**src/rfd_pkg.sv**
```systemverilog
// Package for the stream frame deframer: payload structs, result kinds, constants
// and the job states of the back end (executor).
// Used by every module of the block; no dependencies.
`default_nettype none
package rfd_pkg;

   localparam int STORE_DEPTH_DEF = 4096;
   localparam int MAX_PENDING_DEF = 4;
   localparam int HDR_FIXED       = 24;
   localparam int HDR_EXTRA       = 2;
   localparam int HDR_RID_OFF     = 5;

   localparam logic [1:0] KIND_TAKEN = 2'd0;
   localparam logic [1:0] KIND_FRAME = 2'd1;
   localparam logic [1:0] KIND_READ  = 2'd2;
   localparam logic [1:0] KIND_LOST  = 2'd3;

   localparam logic       CMD_PUSH = 1'b0;
   localparam logic       CMD_READ = 1'b1;

   localparam logic [0:0] CSR_START = 1'd0;
   localparam logic [0:0] CSR_END   = 1'd1;

   typedef struct packed {
      logic        cmd;
      logic [7:0]  data_byte;
      logic [11:0] read_offset;
   } req_type;

   typedef struct packed {
      logic [1:0]  kind;
      logic        frame_ok;
      logic [11:0] frame_base;
      logic [12:0] frame_len;
      logic [12:0] req_id_len;
      logic [12:0] method_name_len;
      logic [31:0] err_code;
      logic [12:0] err_info_len;
      logic [12:0] data_len;
      logic [7:0]  read_byte;
   } rsp_type;

   // Back-end job states
   typedef enum logic [2:0] {
      ST_IDLE,
      ST_RDREQ,
      ST_RDWAIT,
      ST_WALK,
      ST_CALC,
      ST_OUT
   } bk_state_type;

endpackage
`default_nettype wire

```
**src/rfd_front.sv**
```systemverilog
// Front end: writes stream bytes to the store, tracks pending frame candidates and classifies
// each request into a job for the back end. Uses rfd_pkg.
`default_nettype none
module rfd_front #(
   parameter int STORE_DEPTH = rfd_pkg::STORE_DEPTH_DEF,
   parameter int MAX_PENDING = rfd_pkg::MAX_PENDING_DEF,
   parameter int AW          = $clog2(STORE_DEPTH)
) (
   input  wire logic               clock,
   input  wire logic               reset,
   input  wire logic [7:0]         start_marker,
   input  wire logic [7:0]         end_marker,
   input  wire logic               in_valid,
   output logic                    in_ready,
   input  wire rfd_pkg::req_type   in_req,
   // job out
   output logic                    job_valid,
   input  wire logic               job_ready,
   output logic                    job_frame,
   output logic                    job_read,
   output logic                    job_lost,
   output logic [AW-1:0]           job_base,
   output logic [AW:0]             job_len,
   output logic [11:0]             job_offset,
   // store write port seen by the back end
   output logic                    st_we,
   output logic [AW-1:0]           st_waddr,
   output logic [7:0]              st_wdata
);
   import rfd_pkg::*;

   localparam int PW = (MAX_PENDING > 1) ? $clog2(MAX_PENDING) : 1;
   localparam logic [AW:0] DEPTH_W = (AW+1)'(STORE_DEPTH);

   logic [AW-1:0] wpos_ff, wpos_in, cpos_ff, cpos_in;
   logic [AW:0]   ucnt_ff, ucnt_in;
   logic [MAX_PENDING-1:0] cv_ff, cv_in;
   logic [AW-1:0] cs_ff [MAX_PENDING];
   logic [AW-1:0] cs_in [MAX_PENDING];
   logic [31:0]   cl_ff [MAX_PENDING];
   logic [31:0]   cl_in [MAX_PENDING];
   logic [2:0]    cn_ff [MAX_PENDING];
   logic [2:0]    cn_in [MAX_PENDING];
   logic [AW:0]   lfl_ff, lfl_in;
   logic [AW-1:0] lfb_ff, lfb_in;

   logic          job_valid_ff, job_frame_ff, job_read_ff, job_lost_ff;
   logic [AW-1:0] job_base_ff;
   logic [AW:0]   job_len_ff;
   logic [11:0]   job_off_ff;

   logic          acc, push, lost, win, has_free;
   logic [PW-1:0] win_idx, free_idx;
   logic [AW-1:0] best_dist, start_age;
   logic [AW-1:0] off;

   // One-entry job queue: accept when empty or draining
   assign in_ready = !job_valid_ff || job_ready;
   assign acc      = in_valid && in_ready;
   assign push     = acc && (in_req.cmd == CMD_PUSH);

   assign st_we    = push;
   assign st_waddr = wpos_ff;
   assign st_wdata = in_req.data_byte;

   // Candidate update, winner pick and slot allocation
   always_comb begin
      wpos_in = wpos_ff; cpos_in = cpos_ff; ucnt_in = ucnt_ff; cv_in = cv_ff;
      cs_in = cs_ff; cl_in = cl_ff; cn_in = cn_ff; lfl_in = lfl_ff; lfb_in = lfb_ff;
      lost = 1'b0; win = 1'b0; win_idx = '0; best_dist = '0;
      has_free = 1'b0; free_idx = '0; start_age = '0; off = '0;
      if (push) begin
         if (ucnt_ff >= DEPTH_W) begin
            lost    = 1'b1;
            cpos_in = cpos_ff + 1'b1;
            ucnt_in = DEPTH_W - 1'b1;
            for (int i = 0; i < MAX_PENDING; i++)
               if (cv_ff[i] && cs_ff[i] == wpos_ff) cv_in[i] = 1'b0;
         end
         ucnt_in = ucnt_in + 1'b1;
         for (int i = 0; i < MAX_PENDING; i++) begin
            off       = wpos_ff - cs_ff[i];
            start_age = cs_ff[i] - cpos_in;
            if (cv_in[i]) begin
               if (cn_ff[i] < 3'd4) begin
                  cl_in[i] = {cl_ff[i][23:0], in_req.data_byte};
                  cn_in[i] = cn_ff[i] + 3'd1;
                  if (cn_ff[i] == 3'd3 &&
                      ({cl_ff[i][23:0], in_req.data_byte} < 32'd6 ||
                       {cl_ff[i][23:0], in_req.data_byte} > 32'(STORE_DEPTH)))
                     cv_in[i] = 1'b0;
               end else if ({1'b0, off} + 1'b1 == cl_ff[i][AW:0] &&
                            cl_ff[i][31:AW+1] == '0) begin
                  if (in_req.data_byte == end_marker) begin
                     if (!win || start_age < best_dist) begin
                        win = 1'b1; win_idx = PW'(i); best_dist = start_age;
                     end
                  end else begin
                     cv_in[i] = 1'b0;
                  end
               end
            end
         end
         wpos_in = wpos_ff + 1'b1;
         if (win) begin
            lfb_in  = cs_ff[win_idx];
            lfl_in  = cl_ff[win_idx][AW:0];
            cv_in   = '0;
            cpos_in = wpos_in;
            ucnt_in = '0;
         end else if (in_req.data_byte == start_marker) begin
            for (int i = MAX_PENDING-1; i >= 0; i--)
               if (!cv_in[i]) begin has_free = 1'b1; free_idx = PW'(i); end
            if (has_free) begin
               cv_in[free_idx] = 1'b1;
               cs_in[free_idx] = wpos_ff;
               cl_in[free_idx] = '0;
               cn_in[free_idx] = '0;
            end
         end
      end
   end

   // Hold state and the job register
   always_ff @(posedge clock) begin
      if (reset) begin
         wpos_ff <= '0; cpos_ff <= '0; ucnt_ff <= '0; cv_ff <= '0;
         lfl_ff <= '0; lfb_ff <= '0; job_valid_ff <= 1'b0;
         for (int i = 0; i < MAX_PENDING; i++) begin
            cs_ff[i] <= '0; cl_ff[i] <= '0; cn_ff[i] <= '0;
         end
      end else begin
         wpos_ff <= wpos_in; cpos_ff <= cpos_in; ucnt_ff <= ucnt_in; cv_ff <= cv_in;
         cs_ff <= cs_in; cl_ff <= cl_in; cn_ff <= cn_in;
         lfl_ff <= lfl_in; lfb_ff <= lfb_in;
         if (acc) job_valid_ff <= 1'b1;
         else if (job_ready) job_valid_ff <= 1'b0;
      end
      if (acc) begin
         job_read_ff  <= (in_req.cmd == CMD_READ);
         job_frame_ff <= win;
         job_lost_ff  <= lost;
         job_base_ff  <= win ? cs_ff[win_idx] : lfb_ff;
         job_len_ff   <= win ? cl_ff[win_idx][AW:0] : lfl_ff;
         job_off_ff   <= in_req.read_offset;
      end
   end

   assign job_valid  = job_valid_ff;
   assign job_frame  = job_frame_ff;
   assign job_read   = job_read_ff;
   assign job_lost   = job_lost_ff;
   assign job_base   = job_base_ff;
   assign job_len    = job_len_ff;
   assign job_offset = job_off_ff;
endmodule
`default_nettype wire

```
**config.mk**
```make
export PLATFORM = sky130hd
export DESIGN_NAME = rfd_front
export DESIGN_NICKNAME = d
export VERILOG_FILES = /design/src/rfd_pkg.sv /design/src/rfd_front.sv
export SDC_FILE = /design/constraint.sdc
export NUM_CORES = 1
export LEC_CHECK = 0
export BUFFER_PORTS_ARGS = -buffer_cell sky130_fd_sc_hd__buf_4
export CAP_MARGIN = 5
export CORE_UTILIZATION = 50
export CTS_CLUSTER_SIZE = 14
export DETAILED_ROUTE_END_ITERATION = 10
export GPL_ROUTABILITY_DRIVEN = 0
export PLACE_DENSITY = 0.78
export SKIP_CTS_REPAIR_TIMING = 1
export SYNTH_ARGS = -nofsm -noshare
export SYNTH_HDL_FRONTEND = slang
export SYNTH_SLANG_ARGS = --single-unit
```
**constraint.sdc**
```tcl
create_clock -name clock -period 24.7 [get_ports clock]
set_input_delay 2.47 -clock clock [delete_from_list [all_inputs] [get_ports clock]]
set_output_delay 2.47 -clock clock [all_outputs]
set_load 0.005 [all_outputs]
```
**After elaboration in Yosys (flattened, before gate mapping)**

Index checks and enable logic that the tools add are counted.

- Bits in registers: 295

- Add/subtract/negate cells: 19
- Magnitude comparators: 22
- Equal/unequal tests: 14
- Muxes and demuxes: 163
- Bitwise logic cells: 10
- Reduce and logical (&&, ||, !) cells: 35

Operator list:

| operator | number |
|---|---|
| 32-bit two-way mux | 13 |
| 128-bit two-way mux | 3 |
| 12-bit two-way mux | 29 |
| 128-bit AND | 1 |
| 32-bit binary-select mux with 2-bit select | 2 |
| 32-bit by 13-bit > comparator with 1-bit output (second input constant) | 4 |
| 32-bit by 3-bit less-than comparator with 1-bit output (second input constant) | 4 |
| 128-bit inverter | 1 |
| 13-bit two-way mux | 8 |
| 12-bit subtractor | 8 |
| 19-bit logical NOT | 4 |
| 32-bit demux with 2-bit select | 1 |
| 1-bit two-way mux | 64 |
| 12-bit by 1-bit adder with 13-bit output (second input constant) | 4 |
| 13-bit equality test | 4 |
| 12-bit binary-select mux with 2-bit select | 2 |
| 48-bit bitwise mux | 1 |
| 12-bit equality test | 4 |
| 3-bit two-way mux | 13 |
| 2-bit two-way mux | 19 |
| 12-bit less-than comparator | 3 |
| 12-bit by 1-bit adder with 12-bit output (second input constant) | 2 |
| 12-bit demux with 2-bit select | 1 |
| 4-bit two-way mux | 5 |
| other kinds (23) | 63 |

**Depth between registers and ports, before layout**

Gate-level depths: netlist (run 1).

- Depth in word-level cells: 47
- Mapped depth: 58
- Mapped depth without buffers: 54

**Worst setup path before layout (run 1)**

OpenSTA, ideal clock, no wires.

- Path type: input to register
- Start: in in_req[14] in the netlist's numbering
- End: reg job_len_ff[10] (netlist: job_len[10]) (data pin)
- Setup time: 0.270 ns
- Arrival time: 11.655 ns
- Slack: 12.775 ns
- Cell stages on the path: 51
- Cells stage by stage: clkbuf_1 -> xor2_1 -> nor4_1 -> nand2_1 -> or2_2 -> nor3_1 -> clkbuf_1 -> nand3b_1 -> ha_1 -> a21o_1 -> a21o_1 -> a21o_1 -> a21oi_1 -> o21a_1 -> a21oi_1 -> o31ai_1 -> nor3_1 -> nor2_1 -> (+15 left out) -> buf_2 -> o31ai_1 -> ha_1 -> a21o_1 -> a21o_1 -> a21oi_1 -> nor2b_1 -> o21ai_0 -> nand2b_1 -> a21o_1 -> a221oi_1 -> nand3_1 -> a31o_4 -> a221oi_2 -> a31oi_4 -> buf_6 -> mux2i_1 -> a21oi_1

- Cells in the longest elaborated chain, start to end: 36
- Elaborated cells on any way between the ends: 73
- Those cells by class: order compare: 3; eq/ne: 1; mux: 62; bitwise: 1; reduce/logical: 6

Ends and longest elaborated chain:

| element | line | source |
|---|---|---|
| from (decl) | rfd_front.sv:15 | `input wire rfd_pkg::req_type in_req,` |
| 8-bit equality test * | rfd_front.sv:94 | `if (in_req.data_byte == end_marker) begin` |
| 12-bit two-way mux or 1-bit two-way mux (tied branches) | rfd_front.sv:94 |  |
| 12-bit two-way mux or 1-bit two-way mux (tied branches) | rfd_front.sv:92 | `end else if ({1'b0, off} + 1'b1 == cl_ff[i][AW:0] &&` |
| 12-bit two-way mux or 1-bit two-way mux (tied branches) | rfd_front.sv:85 | `if (cn_ff[i] < 3'd4) begin` |
| 12-bit two-way mux or 1-bit two-way mux (tied branches) | rfd_front.sv:84 | `if (cv_in[i]) begin` |
| 12-bit two-way mux or 1-bit two-way mux (tied branches) | rfd_front.sv:72 | `if (push) begin` |
| 12-bit less-than comparator or 1-bit logical NOT (tied branches) | rfd_front.sv:95 | `if (!win \|\| start_age < best_dist) begin` |
| 1-bit logical OR | rfd_front.sv:95 |  |
| (+18 left out) | n/a |  |
| 2-bit two-way mux | rfd_front.sv:92 |  |
| 2-bit two-way mux | rfd_front.sv:85 |  |
| 2-bit two-way mux | rfd_front.sv:84 |  |
| 2-bit two-way mux (2 in series) | rfd_front.sv:72 |  |
| 2-bit inverter with 3-bit output (implied by the code) | rfd_front.sv:144 | `job_len_ff <= win ? cl_ff[win_idx][AW:0] : lfl_ff;` |
| 32-bit binary-select mux with 2-bit select | rfd_front.sv:144 |  |
| 13-bit two-way mux (implied by the code) (2 in series) | rfd_front.sv:144 |  |
| 13-bit two-way mux * | rfd_front.sv:144 |  |
| to (signal assigned) | rfd_front.sv:144 |  |
| to (decl) | rfd_front.sv:49 | `logic [AW:0] job_len_ff;` |

Mark *: on every way between the ends. The rest lies on a longest branch, timed or not. The select of a mux whose other input is x is not followed.
A chain may end at the register's enable or synchronous reset.

**Worst setup path in the final report (run 1)**

- Start: reg wpos_ff[0] (netlist: st_waddr[0])
- End: reg job_base_ff[4] (netlist: job_base[4]) (data pin)

- Cells in the longest elaborated chain, start to end: 38
- Elaborated cells on any way between the ends: 100
- Those cells by class: add/sub: 8; order compare: 3; eq/ne: 8; mux: 66; bitwise: 1; reduce/logical: 14

Ends and longest elaborated chain:

| element | line | source |
|---|---|---|
| from (decl) | rfd_front.sv:35 | `logic [AW-1:0] wpos_ff, wpos_in, cpos_ff, cpos_in;` |
| from (signal assigned) | rfd_front.sv:133 | `wpos_ff <= wpos_in; cpos_ff <= cpos_in; ucnt_ff <= ucnt_in; cv_ff <= cv_in;` |
| 12-bit subtractor | rfd_front.sv:82 | `off = wpos_ff - cs_ff[i];` |
| 12-bit by 1-bit adder with 13-bit output | rfd_front.sv:92 |  |
| 13-bit equality test | rfd_front.sv:92 |  |
| 1-bit logical AND | rfd_front.sv:92 |  |
| 12-bit two-way mux or 1-bit two-way mux (tied branches) | rfd_front.sv:92 |  |
| 12-bit two-way mux or 1-bit two-way mux (tied branches) | rfd_front.sv:85 |  |
| 12-bit two-way mux or 1-bit two-way mux (tied branches) | rfd_front.sv:84 |  |
| 12-bit two-way mux or 1-bit two-way mux (tied branches) | rfd_front.sv:72 |  |
| (+20 left out) | n/a |  |
| 2-bit two-way mux | rfd_front.sv:92 |  |
| 2-bit two-way mux | rfd_front.sv:85 |  |
| 2-bit two-way mux | rfd_front.sv:84 |  |
| 2-bit two-way mux (2 in series) | rfd_front.sv:72 |  |
| 2-bit inverter with 3-bit output (implied by the code) | rfd_front.sv:143 | `job_base_ff <= win ? cs_ff[win_idx] : lfb_ff;` |
| 12-bit binary-select mux with 2-bit select | rfd_front.sv:143 |  |
| 12-bit two-way mux (implied by the code) (2 in series) | rfd_front.sv:143 |  |
| 12-bit two-way mux * | rfd_front.sv:143 |  |
| to (signal assigned) | rfd_front.sv:143 |  |
| to (decl) | rfd_front.sv:48 | `logic [AW-1:0] job_base_ff;` |

Marks and branches as above.

==> impl_metrics.yaml, run 1 <==
placed_design:
  port_buffers: 103
  post-place-ws_ns: 11.22
  dpl-instance-area_um2: 22600
  place_hpwl_um: 50700
route:
  dr.pass1.iters: 9
  drt_iter0_drc: 2449
  wl_um: 68900
  drt-wirelength-per-cell_um: 20.7
  drc: 0
  vias: 21200
  via_per_inst: 6.36
  ant_nets: 0
cells_and_area:
  drive_gt1_share_pct: 10.3
  num_antenna_cells: 0
  layout.nets: 2907
  n_fill_cell: 3646
  finalInstanceArea_um2: 23800
  area_growth_pct: 9.86
logic_synthesis:
  synthArstFlopShare_pct: 0
  synth_warnings: 0
  syn_area_per_cell_um2: 7.94
  synth.most_common_cell: "nand2_1"
  yosys-top-cells-count: "341 x nand2_1, 263 x a21oi_1, 255 x dfxtp_1"
  synthTopCellsByArea: "dfxtp_1 24%, ha_1 7.6%, a21oi_1 6.1%"
  synth_top_area_share_pct: 23.6
  ys_seq_elements: 295
  syn-num-nets: 2903
  synth-seq-area-share_pct: 29.2
  ys.flop_type: "dfxtp_1"
  synth.distinct_cells: 103
  synth.cell_area_um2: 21600
  synth_top_cell_by_area: "dfxtp_1"
  postSynthCellCount: 2722
  synth_edf_count: 40
setup_path:
  r2r_start: "st_waddr[0]$_SDFFE_PP0P_"
  criticalPathCategory: "reg -> reg"
  crit_path_frequent_cell: "a21o_1"
  cp.required_ns: 25.07
  endpoint_kind: "flop"
  cp_slowest_cell: "nor3_1"
  r2r_slack_ns: 10.91
  arrival_ns: 14.16
  crit_path_start_kind: "flop"
  worstPathMaxFanout: 37
  critical_path_buf_inv_count: 7
  crit_family: "compound AO/OA/AOI/OAI gates"
  startpoint: "st_waddr[0]$_SDFFE_PP0P_"
  slowest_delay_ns: 0.94
  reg2reg_to: "job_base[4]$_DFFE_PP_"
  reg2reg_depth: 55
worst_hold_path:
  whs_path_depth: 2
  holdCritPathClass: "reg -> reg"
  holdCritStartpoint: "cl_ff[125]$_SDFFE_PP0P_"
  hold-path-endpoint: "cl_ff[125]$_SDFFE_PP0P_"
clock_network:
  cts.clk_slew.worst_paths_ns: 0.07
  clk_latency_ns: 0.54
  cts_inserted_buffers: 34
  clkSinkCount: 295
  h-tree-depth: 2
  clock_path_buffers: 3
  root_buffer: "clkbuf_16"
  cts_tree: "done"
sta:
  hold_viol_final: 0
  final.setup.tns_ns: 0
  worst_slew_pin_slew_ns: 1.28
  finalSetupViolCount: 0
  max_freq_mhz: 72.5
  finalClockSkew_ns: 0.0247
  rsz0062_at_grt: "no"
  post-route-period-util_pct: 55.8
  relSlewSlack_pct: 14.2
  fin_ws_ns: 10.91
  final_max_slew_viol_count: 0
  min_period_ns: 13.79
power:
  cellPowerDensity_nw_per_um2: 44.0
  p_leak_nw: 9.20
  max-vdd-ir-drop_mv: 0.0521
  power_mw: 1.04
floorplanning:
  ioPinCount: 104
  dieArea_um2: 44100
  rows: 75
  die_w_um: 210
  start_util_pct: 51.1
  core-area_um2: 42300
  die_h_um: 210
global_routing:
  grt_pass1_vias: 19800
  grt_pass1_wl_um: 107000
  grt_max_degree: 75
  grt-ovfl-total: 0
  antenna_found_initial: 0
  grt.total_usage_pct: 30.6
run:
  max_cap_viol_count: 0
outcome:
  outcome: "finished, final reports clean"
-- where the power goes --
part	switching [mW]	internal (mW)	leakage (nW)
clock	0.215	0.289	0.541
combinational	0.0308	0.0180	6.21
sequential	0.00192	0.490	2.45
total	0.248	0.797	9.20
-- cell families after synthesis --
group | count (synthesis) | synth area share [%]
AOI/OAI and AO/OA | 687 | 21.5
xor gates and xnor gates | 178 | 7.48
adders and majority gates | 140 | 8.38
buffers and inverters | 282 | 5.47
DFF | 295 | 29.2
muxes | 90 | 4.28
and+or+nand+nor | 1050 | 23.8
-- layout make-up --
class	instances	area, µm²	share of cell area [%]
timing repair buffer	136	1020	4.30
inverter	114	428	1.80
tap	577	722	3.04
multi-input combinational	2145	14200	59.7
clock buffer	44	961	4.04
clock inverter	18	149	0.627
sequential	295	6310	26.5
-- layer usage --
layer	vias to the layer above	global-route usage (%)	routed length (µm)
li1	9804	-	-
met1	9941	39.0	27200
met5	-	0	0
met3	256	6.38	7380
met2	1175	48.9	30500
met4	0	15.6	3770
-- cells in the final DEF (no fill, tap or decap), types with 36 or more instances in the layout --
cell type / count
a211oi_1: 40
a21o_1: 42
a21oi_1: 263
buf_4: 136
clkbuf_16: 36
dfxtp_1: 255
edfxtp_1: 40
ha_1: 132
inv_1: 113
mux2i_1: 70
nand2_1: 341
nand3_1: 73
nand4_1: 36
nor2_1: 243
nor3_1: 75
nor4_1: 58
o21ai_0: 95
xnor2_1: 96
xor2_1: 78
-- worst register-to-register path: cells and delay by family, from the launching register on --
family,cells,cell delay (ns)
simple gates,14,3.43
xor+xnor,2,0.65
flops,1,0.42
compound gates,27,6.06
buf+inv,7,1.55
fa+ha+maj,5,1.53
-- per-stage QoR --
| step | cells | hold WS, ns | util [%] |
|---|---|---|---|
| 2_1_floorplan | 2722 | 0.430 | - |
| 3_3_place_gp | 3267 | 0.441 | 53.5 |
| 3_5_place_dp | 3267 | 0.449 | 53.5 |
| 4_1_cts | 3329 | 0.457 | 56.1 |
| 5_1_grt | 3329 | 0.479 | 56.1 |
| 6_report | 3329 | 0.456 | 56.1 |
-- worst max path at each step --
stage                         endpoint  cells after the start
2_1_floorplan    job_len[10]$_DFFE_PP_                     51
3_3_place_gp   lfb_ff[10]$_SDFFE_PP0P_                     49
3_5_place_dp   lfb_ff[10]$_SDFFE_PP0P_                     49
4_1_cts          job_base[4]$_DFFE_PP_                     55
5_1_grt        lfb_ff[10]$_SDFFE_PP0P_                     55
6_report         job_base[4]$_DFFE_PP_                     55
-- registers in the layout (all words and copies together) (netlist names), 12 cells and up --
name        count
cn_ff          12
ucnt_ff        13
cs_ff          48
cl_ff         128
lfb_ff         12
st_waddr       12
cpos_ff        12
job_len        13
job_base       12
lfl_ff         13
job_offset     12
No activity file was read; power rests on OpenSTA's default activity.
==> run 2, diff against run 1 <==
==> constraint.sdc (replaced) <==
create_clock -name clock -period 14.1 [get_ports clock]
set_input_delay 1.41 -clock clock [delete_from_list [all_inputs] [get_ports clock]]
set_output_delay 1.41 -clock clock [all_outputs]
set_load 0.005 [all_outputs]
==> run 2 against run 1 <==
Net effect:
- wire length is 0.43% higher
- setup slack worse by 10 ns
- cell count hardly changed
- sequential cell count stayed put
- clock power is 94% higher
- register-to-register slack worse by 10 ns
- via count is 0.61% higher
- non-clock buffer count is 2 lower
- global-route usage is 0.26 points higher
- power is 84% higher
- critical path type unchanged
- critical endpoint is now lfb_ff[10]$_SDFFE_PP0P_
- largest cell class unchanged
- highest routed layer unchanged
==> impl_metrics.yaml, run 2 (synthesis results as in run 1) <==
setup_path:
  arrival_ns: 13.78
  criticalPathCategory: "reg -> reg"
  endpoint_kind: "flop"
  r2r_slack_ns: 0.78
  reg2reg_to: "lfb_ff[10]$_SDFFE_PP0P_"
  reg2reg_depth: 56
  r2r_start: "st_waddr[0]$_SDFFE_PP0P_"
  cp.required_ns: 14.56
  slowest_delay_ns: 0.74
  worstPathMaxFanout: 37
  crit_path_start_kind: "flop"
  cp_slowest_cell: "o31a_1"
  crit_path_frequent_cell: "a21o_1"
  crit_family: "compound AO/OA/AOI/OAI gates"
  critical_path_buf_inv_count: 8
route:
  drt-wirelength-per-cell_um: 20.8
  vias: 21300
  via_per_inst: 6.40
  drc: 0
  wl_um: 69200
  dr.pass1.iters: 7
  drt_iter0_drc: 2709
  ant_nets: 0
placed_design:
  place_hpwl_um: 50400
  dpl-instance-area_um2: 22600
  post-place-ws_ns: 1.16
  port_buffers: 103
worst_hold_path:
  holdCritPathClass: "reg -> reg"
  hold-path-endpoint: "cl_ff[127]$_SDFFE_PP0P_"
  holdCritStartpoint: "cl_ff[127]$_SDFFE_PP0P_"
  whs_path_depth: 2
global_routing:
  use_met1_pct: 40.3
  antenna_found_initial: 2
  grt_pass1_wl_um: 108000
  grt-ovfl-total: 0
  gr-usage-met3_pct: 6.03
  grt_max_degree: 78
  busiest_layer: "met2"
  grt_pass1_vias: 20100
  use_met2_pct: 48.6
  grt.total_usage_pct: 30.8
cells_and_area:
  area_growth_pct: 10.4
  layout.nets: 2906
  largest_reg_flops: 128
  num_antenna_cells: 0
  final_common_cell: "nand2_1"
  drive_gt1_share_pct: 10.4
  finalInstanceArea_um2: 23900
  mostFrequentLayoutCells: "341 x nand2_1, 263 x a21oi_1, 255 x dfxtp_1"
  top_register: "cl_ff"
  top_regs: "cl_ff: 128 flops, cs_ff: 48 flops"
outcome:
  outcome: "finished, final reports clean"
sta:
  hold_viol_final: 0
  hold_slack_ns: 0.450
  final.setup.tns_ns: 0
  rsz0062_at_grt: "no"
  final_max_slew_viol_count: 0
  relSlewSlack_pct: 14.8
  worst_slew_pin_slew_ns: 1.27
  post-route-period-util_pct: 94.4
  min_period_ns: 13.32
  max_freq_mhz: 75.1
  fin_ws_ns: 0.785
  finalClockSkew_ns: 0.0206
  finalSetupViolCount: 0
floorplanning:
  core-area_um2: 42300
  start_util_pct: 51.1
  ioPinCount: 104
  die_w_um: 210
  dieArea_um2: 44100
  die_h_um: 210
  rows: 75
clock_network:
  h-tree-depth: 2
  cts_tree: "done"
  clk_latency_ns: 0.56
  cts.clk_slew.worst_paths_ns: 0.06
  clock_path_buffers: 3
  clkSinkCount: 295
  root_buffer: "clkbuf_16"
  cts_inserted_buffers: 35
power:
  power_mw: 1.92
  p_leak_nw: 9.26
  cellPowerDensity_nw_per_um2: 80.6
  max-vdd-ir-drop_mv: 0.0685
run:
  max_cap_viol_count: 0
-- run 2: cell count changes in the layout (fill, tap and decap cells not counted), sizes merged --
cell / previous run / this run
buf: 136 / 134
bufinv: 1 / 4
clkbuf: 44 / 46
clkinv: 12 / 7
inv: 116 / 117
-- run 2: area by class of cell --
class / instances / area (µm²)
Tap cell: 577 / 722
Timing Repair Buffer: 134 / 1010
Clock buffer: 46 / 1020
Sequential cell: 295 / 6310
Fill cell: 3740 / 18400
Multi-Input combinational cell: 2145 / 14200
Inverter: 114 / 428
Clock inverter: 17 / 230
-- run 2: through the flow --
| step | util (%) | std cells |
|---|---|---|
| 3_5_place_dp | 53.5 | 3265 |
| 6_report | 56.4 | 3328 |
| 4_1_cts | 56.4 | 3328 |
| 3_3_place_gp | 53.5 | 3265 |
| 2_1_floorplan | - | 2722 |
| 5_1_grt | 56.4 | 3328 |
-- run 2: worst register-to-register path, delay by kind of cell (launching register included) --
family,cells,cell delay [ns]
AOI/OAI and AO/OA,30,7.21
and+or+nand+nor,12,2.17
buffers and inverters,8,1.74
adders and majority gates,5,1.55
DFF,1,0.41
xor gates and xnor gates,1,0.17
-- run 2: how the worst max path moves through the flow --
| stage | start | to | depth (start not counted) |
|---|---|---|---|
| floorplan | st_waddr[0]$_SDFFE_PP0P_ | job_len[5]$_DFFE_PP_ | 57 |
| global placement | st_waddr[0]$_SDFFE_PP0P_ | lfb_ff[10]$_SDFFE_PP0P_ | 56 |
| detailed placement | st_waddr[0]$_SDFFE_PP0P_ | lfb_ff[10]$_SDFFE_PP0P_ | 56 |
| CTS | st_waddr[0]$_SDFFE_PP0P_ | lfb_ff[10]$_SDFFE_PP0P_ | 56 |
| global route | st_waddr[0]$_SDFFE_PP0P_ | lfb_ff[11]$_SDFFE_PP0P_ | 56 |
| finish | st_waddr[0]$_SDFFE_PP0P_ | lfb_ff[10]$_SDFFE_PP0P_ | 56 |
-- run 2: power by group --
group          internal, mW  leakage, nW  total, mW  switching [mW]
logic                0.0314         6.21     0.0854          0.0540
registers             0.858         2.45      0.862         0.00315
clock network         0.591        0.604      0.978           0.387
total                  1.48         9.26       1.92           0.444
-- run 2: metal layers --
layer	part of all wire, %	vias up
li1	-	9830
met1	40	10100
met2	44	1163
met3	11	252
met4	5.1	0
met5	0	-
